File: config.mk
export PLATFORM = sky130hd
export DESIGN_NAME = sbc_key_window
export DESIGN_NICKNAME = d
export VERILOG_FILES = /design/src/hdl/sbc_pkg.sv /design/src/hdl/sbc_key_window.sv
export SDC_FILE = /design/constraint.sdc
export NUM_CORES = 1
export LEC_CHECK = 0
export ABC_AREA = 1
export ABC_CLOCK_PERIOD_IN_PS = 17900
export BUFFER_PORTS_ARGS = -buffer_cell sky130_fd_sc_hd__buf_4
export CAP_MARGIN = 20
export CORE_ASPECT_RATIO = 1.2
export CORE_MARGIN = 2
export CORE_UTILIZATION = 50
export DETAILED_ROUTE_END_ITERATION = 12
export PLACE_DENSITY = 0.79
export RECOVER_POWER = 25
export SKIP_LAST_GASP = 1
export SYNTH_ARGS = -nofsm -noshare
export SYNTH_HDL_FRONTEND = slang
export SYNTH_SLANG_ARGS = --single-unit
File: constraint.sdc
create_clock -name clock -period 17.9 [get_ports clock]
set_input_delay 3.58 -clock clock [delete_from_list [all_inputs] [get_ports clock]]
set_output_delay 3.58 -clock clock [all_outputs]
set_load 0.1 [all_outputs]
File: src/hdl/sbc_pkg.sv
// shared types, constants, s-box tables and round functions of the serpent block cipher unit
package sbc_pkg;

   // command codes
   localparam logic [1:0] CMD_WRITE_KEY = 2'd0;
   localparam logic [1:0] CMD_EXPAND    = 2'd1;
   localparam logic [1:0] CMD_WRITE_RK  = 2'd2;
   localparam logic [1:0] CMD_BLOCK     = 2'd3;

   // status codes
   localparam logic [1:0] STATUS_OK      = 2'd0;
   localparam logic [1:0] STATUS_UNKEYED = 2'd1;
   localparam logic [1:0] STATUS_BAD     = 2'd2;

   // register indexes
   localparam logic [1:0] CSR_ENCRYPT_MODE  = 2'd0;
   localparam logic [1:0] CSR_KEY_BYTES     = 2'd1;
   localparam logic [1:0] CSR_LOADED_ROUNDS = 2'd2;

   localparam logic [31:0] GOLDEN  = 32'h9E37_79B9;
   localparam int          KEY_ROT = 11;

   typedef struct packed {
      logic [1:0]  cmd;
      logic [8:0]  word_index;
      logic [31:0] key_word;
      logic [63:0] block_low;
      logic [63:0] block_high;
   } req_type;

   typedef struct packed {
      logic [63:0] result_low;
      logic [63:0] result_high;
      logic [1:0]  status;
   } rsp_type;

   typedef enum logic [1:0] {
      OP_MIX,
      OP_ENC,
      OP_DEC,
      OP_SBOX
   } round_op_type;

   typedef struct packed {
      round_op_type op;
      logic [2:0]   sbox_sel;
      logic         skip_lin;
   } round_ctrl_type;

   typedef struct packed {
      logic clear;
      logic load;
      logic gen;
      logic wide;
   } win_ctrl_type;

   typedef enum logic [1:0] {
      ST_IDLE,
      ST_EXP_LOAD,
      ST_EXP_GEN,
      ST_BLK_RUN
   } state_type;

   localparam logic [3:0] SBOX_FWD [8][16] = '{
      '{4'd3, 4'd8, 4'd15, 4'd1, 4'd10, 4'd6, 4'd5, 4'd11,
        4'd14, 4'd13, 4'd4, 4'd2, 4'd7, 4'd0, 4'd9, 4'd12},
      '{4'd15, 4'd12, 4'd2, 4'd7, 4'd9, 4'd0, 4'd5, 4'd10,
        4'd1, 4'd11, 4'd14, 4'd8, 4'd6, 4'd13, 4'd3, 4'd4},
      '{4'd8, 4'd6, 4'd7, 4'd9, 4'd3, 4'd12, 4'd10, 4'd15,
        4'd13, 4'd1, 4'd14, 4'd4, 4'd0, 4'd11, 4'd5, 4'd2},
      '{4'd0, 4'd15, 4'd11, 4'd8, 4'd12, 4'd9, 4'd6, 4'd3,
        4'd13, 4'd1, 4'd2, 4'd4, 4'd10, 4'd7, 4'd5, 4'd14},
      '{4'd1, 4'd15, 4'd8, 4'd3, 4'd12, 4'd0, 4'd11, 4'd6,
        4'd2, 4'd5, 4'd4, 4'd10, 4'd9, 4'd14, 4'd7, 4'd13},
      '{4'd15, 4'd5, 4'd2, 4'd11, 4'd4, 4'd10, 4'd9, 4'd12,
        4'd0, 4'd3, 4'd14, 4'd8, 4'd13, 4'd6, 4'd7, 4'd1},
      '{4'd7, 4'd2, 4'd12, 4'd5, 4'd8, 4'd4, 4'd6, 4'd11,
        4'd14, 4'd9, 4'd1, 4'd15, 4'd13, 4'd3, 4'd10, 4'd0},
      '{4'd1, 4'd13, 4'd15, 4'd0, 4'd14, 4'd8, 4'd2, 4'd11,
        4'd7, 4'd4, 4'd12, 4'd10, 4'd9, 4'd3, 4'd5, 4'd6}
   };

   localparam logic [3:0] SBOX_INV [8][16] = '{
      '{4'd13, 4'd3, 4'd11, 4'd0, 4'd10, 4'd6, 4'd5, 4'd12,
        4'd1, 4'd14, 4'd4, 4'd7, 4'd15, 4'd9, 4'd8, 4'd2},
      '{4'd5, 4'd8, 4'd2, 4'd14, 4'd15, 4'd6, 4'd12, 4'd3,
        4'd11, 4'd4, 4'd7, 4'd9, 4'd1, 4'd13, 4'd10, 4'd0},
      '{4'd12, 4'd9, 4'd15, 4'd4, 4'd11, 4'd14, 4'd1, 4'd2,
        4'd0, 4'd3, 4'd6, 4'd13, 4'd5, 4'd8, 4'd10, 4'd7},
      '{4'd0, 4'd9, 4'd10, 4'd7, 4'd11, 4'd14, 4'd6, 4'd13,
        4'd3, 4'd5, 4'd12, 4'd2, 4'd4, 4'd8, 4'd15, 4'd1},
      '{4'd5, 4'd0, 4'd8, 4'd3, 4'd10, 4'd9, 4'd7, 4'd14,
        4'd2, 4'd12, 4'd11, 4'd6, 4'd4, 4'd15, 4'd13, 4'd1},
      '{4'd8, 4'd15, 4'd2, 4'd9, 4'd4, 4'd1, 4'd13, 4'd14,
        4'd11, 4'd6, 4'd5, 4'd3, 4'd7, 4'd12, 4'd10, 4'd0},
      '{4'd15, 4'd10, 4'd1, 4'd13, 4'd5, 4'd3, 4'd6, 4'd0,
        4'd4, 4'd9, 4'd14, 4'd7, 4'd2, 4'd12, 4'd8, 4'd11},
      '{4'd3, 4'd0, 4'd6, 4'd13, 4'd9, 4'd14, 4'd15, 4'd8,
        4'd5, 4'd12, 4'd11, 4'd7, 4'd10, 4'd1, 4'd4, 4'd2}
   };

   function automatic logic [31:0] rotl32(input logic [31:0] x, input int n);
      return (x << n) | (x >> (32 - n));
   endfunction

   // bitsliced s-box over the 32 columns of four words
   function automatic logic [127:0] sbox_apply(input logic [127:0] x, input logic [2:0] sel,
                                               input logic inverse);
      logic [127:0] y;
      logic [3:0]   nib;
      logic [3:0]   o;
      y = '0;
      for (int j = 0; j < 32; j++) begin
         nib = {x[96+j], x[64+j], x[32+j], x[j]};
         o = inverse ? SBOX_INV[sel][nib] : SBOX_FWD[sel][nib];
         y[j]    = o[0];
         y[32+j] = o[1];
         y[64+j] = o[2];
         y[96+j] = o[3];
      end
      return y;
   endfunction

   function automatic logic [127:0] lin_fwd(input logic [127:0] x);
      logic [31:0] a, b, c, d;
      a = x[31:0]; b = x[63:32]; c = x[95:64]; d = x[127:96];
      a = rotl32(a, 13); c = rotl32(c, 3);
      b = b ^ a ^ c; d = d ^ c ^ (a << 3);
      b = rotl32(b, 1); d = rotl32(d, 7);
      a = a ^ b ^ d; c = c ^ d ^ (b << 7);
      a = rotl32(a, 5); c = rotl32(c, 22);
      return {d, c, b, a};
   endfunction

   function automatic logic [127:0] lin_inv(input logic [127:0] x);
      logic [31:0] a, b, c, d;
      a = x[31:0]; b = x[63:32]; c = x[95:64]; d = x[127:96];
      c = rotl32(c, 10); a = rotl32(a, 27);
      c = c ^ d ^ (b << 7); a = a ^ b ^ d;
      d = rotl32(d, 25); b = rotl32(b, 31);
      d = d ^ c ^ (a << 3); b = b ^ a ^ c;
      c = rotl32(c, 29); a = rotl32(a, 19);
      return {d, c, b, a};
   endfunction

endpackage

File: src/hdl/sbc_key_window.sv
// sliding prekey window and phi recurrence of the key schedule
module sbc_key_window (
   input  logic                  clock,
   input  sbc_pkg::win_ctrl_type ctrl,
   input  logic [31:0]           load_word,
   input  logic [7:0]            gen_index,
   output logic [127:0]          group
);

   logic [31:0] win_ff [16];
   logic [31:0] tap_sum;
   logic [31:0] new_word;

   always_comb begin
      tap_sum = win_ff[8] ^ win_ff[11] ^ win_ff[13] ^ win_ff[15] ^ sbc_pkg::GOLDEN
                ^ {24'd0, gen_index};
      if (ctrl.wide) begin
         tap_sum = tap_sum ^ win_ff[0] ^ win_ff[3] ^ win_ff[5] ^ win_ff[6];
      end
      new_word = sbc_pkg::rotl32(tap_sum, sbc_pkg::KEY_ROT);
   end

   // newest word is the top of the group
   assign group = {new_word, win_ff[15], win_ff[14], win_ff[13]};

   always_ff @(posedge clock) begin
      if (ctrl.clear) begin
         for (int k = 0; k < 16; k++) win_ff[k] <= '0;
      end else if (ctrl.load || ctrl.gen) begin
         for (int k = 0; k < 15; k++) win_ff[k] <= win_ff[k+1];
         win_ff[15] <= ctrl.load ? load_word : new_word;
      end
   end

endmodule

==> After elaboration in Yosys (flattened, before gate mapping) <==
Memories as Yosys holds them, arrays and structs flattened.
Index checks and enable logic that the tools add are counted.
{ "word_totals": {"register_bits": 0, "latchBits": 0, "ramBits": 512, "rom_bits": 0, "in_bits": 45, "out_inout_bits": 128, "elab_cells": 51, "mem_count": 1} }
{ "mem_list": {"columns": ["memory", "depth", "width", "read_ports", "rd_ports_with_merged_regs", "write_ports", "line_no", "text"], "rows": [
  ["win_ff", 16, 32, 16, 0, 16, "sbc_key_window.sv:10", "logic [31:0] win_ff [16];"]
]} }
{ "op_classes": {"n_addsub": 0, "mul": 0, "div": 0, "magnitude_cmp": 0, "n_eq_ne": 0, "shifts": 0, "muxes": 23, "n_bitwise": 26, "n_reduce_logical": 1} }
{ "op_table": {"columns": ["cell", "count"], "rows": [
  ["$mux 32", 18],
  ["$xor 32x32->32", 7],
  ["$or 32x11->32", 1],
  ["$xor 32x8->32", 1],
  ["$not 20->20", 1],
  ["$or 1x1->1", 16],
  ["$mux 1", 5],
  ["$logic_or 1x1->1", 1]
]} }

==> Logic depth before layout (Yosys ltp) <==
Gate-level depths: netlist of the first run.
{ "logic_depth": {"depth_word": 13, "ltp_mapped": 11, "depth_no_buf": 11} }

==> Worst setup path before layout of the first run <==
Ideal clock, no wire load.
{ "synth_path": {"path_type": "input-to-reg", "start": "input port ctrl[3] (netlist name)", "end": "memory win_ff[0][0], enable pin", "setup_time_ns": 3.660, "arrival_time_ns": 12.334, "required_time_ns": 14.240, "slack_ns": 1.906, "cell_stages": 4, "path_buffers": 2, "cell_sequence": "buf_2 -> inv_2 -> buf_1 -> nand2_1"} }
{ "synth_lines": {"columns": ["item", "line_no", "text"], "rows": [
  ["start, declared", "sbc_key_window.sv:4", "input sbc_pkg::win_ctrl_type ctrl,"],
  ["end, declared", "sbc_key_window.sv:10", null]
]} }

==> results.tsv, run 1 <==
metric	value	unit
fp.dieH	241.8	um
cp_slowest_stage_delay	3220	ps
synth_top_family_by_area	simple AND/OR/NAND/NOR gates	
status	finished, violations left	
crit_family	buffers and inverters	
antenna_found_initial	2	
cts.repair.resized	0	
muxShareOfSynthArea	0	%
dr.first_iter.drc_count	1098	
yosys.area_share.simple	17.85	%
yosysMostFrequentCell	inv_1	
cp.arrival	11970	ps
syn-num-nets	2501	
grt_max_degree	226	
grt_util_met2	33.28	%
cp_slowest_cell	clkbuf_1	
firstDrtPassIters	6	
ys_ff_latch	512	
grt.busiest_layer	met2	
cp_max_fo	225	
synth_top_area_cell	edfxtp_1	
grt_pass1_vias	15210	
ys_seq_area_share	65.24	%
clock_tree.root_cell	clkbuf_16	
vdd_drop_max	0.1329	mV
max_cap_viol_count	3	
synth_edf_count	512	
place.gp.congestion	0.8308	
ant_nets	0	
fmax	0.08488	GHz
total_leakage_power	0.01189	uW
largest_register_ffs	512	
grt-ovfl-total	0	
grt_use_met3	3.477	%
rsz0062_at_grt	no	
worst-path-buf-inv	3	
dpl_worst_slack	9340	ps
synth-xor-area-share	4.869	%
ios	173	
synth_area	23570	um2
period_share	65.82	%
drv_slew	237	
holdCritPathClass	reg -> reg	
via_per_inst	4.725	
grtUsageTotal	20.13	%
slew_headroom	-213.3	%
grtUsageMet1	26.69	%
design_area	26720	um2
cts.sinks	512	
rows	87	
post_cts_buffers	0	
cts_tree	built	
synth_top_area_share	65.24	%
final_nets	2668	
ys_warn_count	0	
vias	15510	
cp_cell_sequence	clkbuf_1 > inv_1 > nand2_1 > buf_12	
setup_slack	6119	ps
insertion_delay	600	ps
drcViolationCount	0	
htreeDepth	2	
worstPathRequired	18090	ps
drive_gt1_share	5.942	%
grt_pass1_wl	77390	um
totalWireLength	49580	um
skew	24.01	ps
clk_pin_slew	60	ps
syn2layout_area_growth	13.41	%
dp.final_hpwl	32420	um
fin_setup_tns	0	ps
critPathCaptureType	flop	
ys_top_cells_by_area	edfxtp_1 (65%), inv_1 (9.9%), nor2_1 (9.1%)	
synth_common_cells	inv_1 (622), nor2_1 (569), edfxtp_1 (512), nand2_1 (439), xnor2_1 (78)	
yosys.area_share.adder	0	%
hold_viol_final	0	
cts.path.max_buffers	3	
syn_avg_cell_area	9.595	um2
finalSetupViolCount	0	
io_buffers	172	
period_minus_slack	11780	ps
worstSetupPathType	in -> reg	
place_area	25400	um2
syn_inst	2456	
ctsHoldBuffers	0	
start_kind	primary input	
cts_buffers	51	
synthArstFlopShare	0	%
synth_compound_area_share	0.6743	%
worst_pin_slew	4700	ps
p_per_area	122.4	nW/um2
synthFlopType	edfxtp_1	
core	46810	um2
fin_total_pwr	3272	uW
largest_registers	win_ff: 512 flops	
detail_route.wl_per_cell	15.11	um
top_register	win_ff	
die_w	202.2	um
violations	capacitance limit, slew limit	
diodes	0	
num-fill-cells	3983	
initial_core_util	50.34	%
netlist-cell-type-count	16	
dieArea	48890	um2
==> logic make-up after synthesis <==
group	after synthesis
AO/OA/AOI/OAI	31
XOR/XNOR	131
flip-flops	512
AND/OR/NAND/NOR	1090
buffers and inverters	692
==> metrics by stage <==
| stage | instances | hold WS (ps) | utilization, % |
|---|---|---|---|
| floorplan | 2456 | 505.0 | - |
| global placement | 3191 | 509.2 | 54.27 |
| detailed placement | 3191 | 516.6 | 54.27 |
| CTS | 3280 | 526.3 | 57.80 |
| global route | 3282 | 544.7 | 57.09 |
| finish | 3282 | 524.1 | 57.09 |
==> final timing paths <==
path	startpoint	end	slack, ps	cells past startpoint
max	ctrl[3]	win_ff[14][18]	6120	4
min	win_ff[12][22]	win_ff[11][22]	520	2
max reg2reg	win_ff[15][23]	win_ff[15][2]	15870	8
min reg2reg	win_ff[12][22]	win_ff[11][22]	520	2
==> where the power goes <==
part | internal [uW] | switching (uW)
combinational | 142 | 574
sequential | 1420 | 59.5
clock | 622 | 456
total | 2180 | 1090
==> tightest hold or removal path, cell delays in order (launching register included) <==
cell and delay [ps]:
edfxtp_1 310, inv_1 30, nor2_1 70
==> metal layers <==
metal	up-vias	part of all wire, %
li1	7690	-
met2	408	48
met1	7318	43
met4	2	3.2
met5	-	0.036
met3	88	5.6
==> final cells by class <==
| type | instances | area (um2) | area share, % |
|---|---|---|---|
| Clock buffer | 57 | 1299 | 4.860 |
| Clock inverter | 32 | 354.1 | 1.325 |
| Inverter | 624 | 2342 | 8.764 |
| Multi-Input combinational cell | 1252 | 5519 | 20.65 |
| Sequential cell | 512 | 15370 | 57.53 |
| Tap cell | 623 | 779.5 | 2.917 |
| Timing Repair Buffer | 182 | 1056 | 3.951 |
==> layout by cell type, fill, tap and decap left out, drive strengths merged <==
| master | count |
|---|---|
| clkbuf | 155 |
| buf | 84 |
| nand2b | 9 |
| xnor2 | 78 |
| nand2 | 439 |
| clkinv | 22 |
| clkinvlp | 1 |
| edfxtp | 512 |
| nand3 | 73 |
| bufinv | 7 |
| xor2 | 53 |
| o21ai | 16 |
| a21oi | 15 |
| nor2 | 569 |
| inv | 626 |
Note: power is estimated with default switching activity, not from simulation.
==> inputs of run 2 (changes only) <==
--- a/config.mk
+++ b/config.mk
@@ -6,7 +6,7 @@
 export NUM_CORES = 1
 export LEC_CHECK = 0
 export ABC_AREA = 1
-export ABC_CLOCK_PERIOD_IN_PS = 17900
+export ABC_CLOCK_PERIOD_IN_PS = 12400
 export BUFFER_PORTS_ARGS = -buffer_cell sky130_fd_sc_hd__buf_4
 export CAP_MARGIN = 20
 export CORE_ASPECT_RATIO = 1.2
==> constraint.sdc (replaced) <==
create_clock -name clock -period 12.4 [get_ports clock]
set_input_delay 2.48 -clock clock [delete_from_list [all_inputs] [get_ports clock]]
set_output_delay 2.48 -clock clock [all_outputs]
set_load 0.1 [all_outputs]
==> run 2 against run 1 <==
Against the previous run:
- the flow still finishes with violations (capacitance limit, slew limit)
- critical path depth up 2
- die area is the same
- sequential share of layout area is 0.35 points lower
- clock power grew 52%
==> results.tsv, run 2 (synthesis results as in run 1) <==
metric	value	unit
total_leakage_power	0.01198	uW
insertion_delay	590	ps
register_area	15370	um2
start_kind	primary input	
syn2layout_area_growth	14.09	%
clock_power_share	34.1	%
htreeDepth	2	
final_cell_mix	inv_1 (624), nor2_1 (569), edfxtp_1 (512), nand2_1 (438), buf_4 (92)	
via_per_inst	4.741	
ctsHoldBuffers	0	
rr_worst_depth	8	
post_cts_buffers	0	
cp.arrival	6970	ps
p_seq_share	44.3	%
holdPathStages	2	
ant_nets	0	
violations	capacitance limit, slew limit	
r2r-end	win_ff[15][2]	
internal_power	3232	uW
finalSetupViolCount	0	
final_nets	2668	
drcViolationCount	0	
multiInputGateArea	5524	um2
ff2ff_setup_slack	10300	ps
min_from	win_ff[12][31]	
skew	16.28	ps
ios	173	
totalWireLength	49690	um
worstPathRequired	12700	ps
final_common_cell	inv_1	
drv_slew	144	
critPathCaptureType	flop	
cts.repair.resized	0	
dp.cells	3192	
cp_slowest_stage_delay	1150	ps
detail_route.wl_per_cell	15.10	um
vias	15600	
worstSetupPathType	in -> reg	
crit_top_cell	buf_4	
die_w	202.2	um
hold_viol_final	0	
cp_max_fo	106	
num-fill-cells	3921	
clk_pin_slew	60	ps
cts.sinks	512	
initial_core_util	50.34	%
postLayoutCoreUtil	57.44	%
stdcell_count	3290	
clock_tree.root_cell	clkbuf_16	
cp_slowest_cell	o21ai_0	
grt_max_degree	194	
p_per_area	179.2	nW/um2
crit_family	buffers and inverters	
holdCritPathClass	reg -> reg	
grt_pass1_wl	77840	um
top_register	win_ff	
grtUsageTotal	20.25	%
antenna_found_initial	0	
io_buffers	172	
dieArea	48890	um2
largest_register_ffs	512	
cts_buffers	51	
grt-ovfl-total	0	
grt_pass1_vias	15190	
dp.final_hpwl	32880	um
slew_headroom	-122.6	%
combPwrFrac	21.6	%
worst-path-buf-inv	4	
place.gp.congestion	0.8493	
dr.first_iter.drc_count	1329	
core	46810	um2
rsz0062_at_grt	no	
status	finished, violations left	
cts_tree	built	
rows	87	
firstDrtPassIters	5	
largest_registers	win_ff: 512 flops	
period_minus_slack	6672	ps
p_sw	1586	uW
drive_gt1_share	6.527	%
cts.path.max_buffers	3	
fmax	0.1499	GHz
worst_pin_slew	3339	ps
vdd_drop_max	0.1475	mV
regToRegStartpoint	win_ff[15][23]	
max_cap_viol_count	3	
switching_share	32.93	%
hold_path_end	win_ff[11][31]	
cp_cell_sequence	buf_6 > inv_1 > o21ai_0 > buf_4 > buf_4 > nor2_1	
period_share	53.80	%
fp.dieH	241.8	um
fin_setup_tns	0	ps
## run 2: cell count changes in the layout (fill, tap and decap cells not counted), moves of 2 or more
cell and change:
clkinv_1 +3, buf_4 +12, clkinvlp_4 +4, clkbuf_1 -13, buf_12 -2, clkinv_2 -2
bufinv_16 +3
## run 2: through the flow
step | hold WS (ps) | cell area [um2] | power (uW) | worst slack, ps
after floorplan | 505.0 | 23570 | 2984 | 2782
after global routing | 537.9 | 26880 | 4991 | 5372
after detailed placement | 517.8 | 25410 | 3229 | 5997
after CTS | 530.1 | 27190 | 4875 | 5999
final | 520.3 | 26890 | 4818 | 5728
after global placement | 506.6 | 25410 | 3202 | 6051
## run 2: cell type report
cell class	instances	share of cell area [%]
flip-flops and latches	512	57.19
multi-input cells	1252	20.55
inverters	624	8.712
clock buffers	56	4.896
repair buffers	182	4.002
well taps	623	2.899
clock inverters	40	1.750
diodes	1	0.009308
## run 2: how the worst max path moves through the flow
stage / slack [ps] / end / cells after the start / from
after floorplan: 2780 / win_ff[0][0] / 4 / ctrl[3]
after global placement: 6050 / group[121] / 6 / ctrl[0]
after detailed placement: 6000 / win_ff[13][25] / 5 / ctrl[3]
after CTS: 6000 / group[96] / 6 / ctrl[0]
after global routing: 5370 / win_ff[5][20] / 6 / ctrl[3]
final: 5730 / win_ff[6][11] / 6 / ctrl[3]
## run 2: power groups by stage
stage	clock network (uW)	logic, uW	registers, uW
finish	1640	1040	2140
global route	1740	1110	2150
CTS	1670	1060	2140
detailed placement	0	1060	2170
global placement	0	1040	2160
floorplan	0	582	2400
## run 2: tightest hold or removal path: stages (launching register included)
cell	delay, ps
edfxtp_1	320
inv_1	30
nor2_1	70
## run 2: layer usage
metal	GRT usage [%]	vias to the layer above	share of wire, %
met3	3.100	103	6.1
met5	0	-	0
met1	27.77	7329	43
met4	9.038	0	4.1
li1	-	7719	-
met2	32.12	446	46
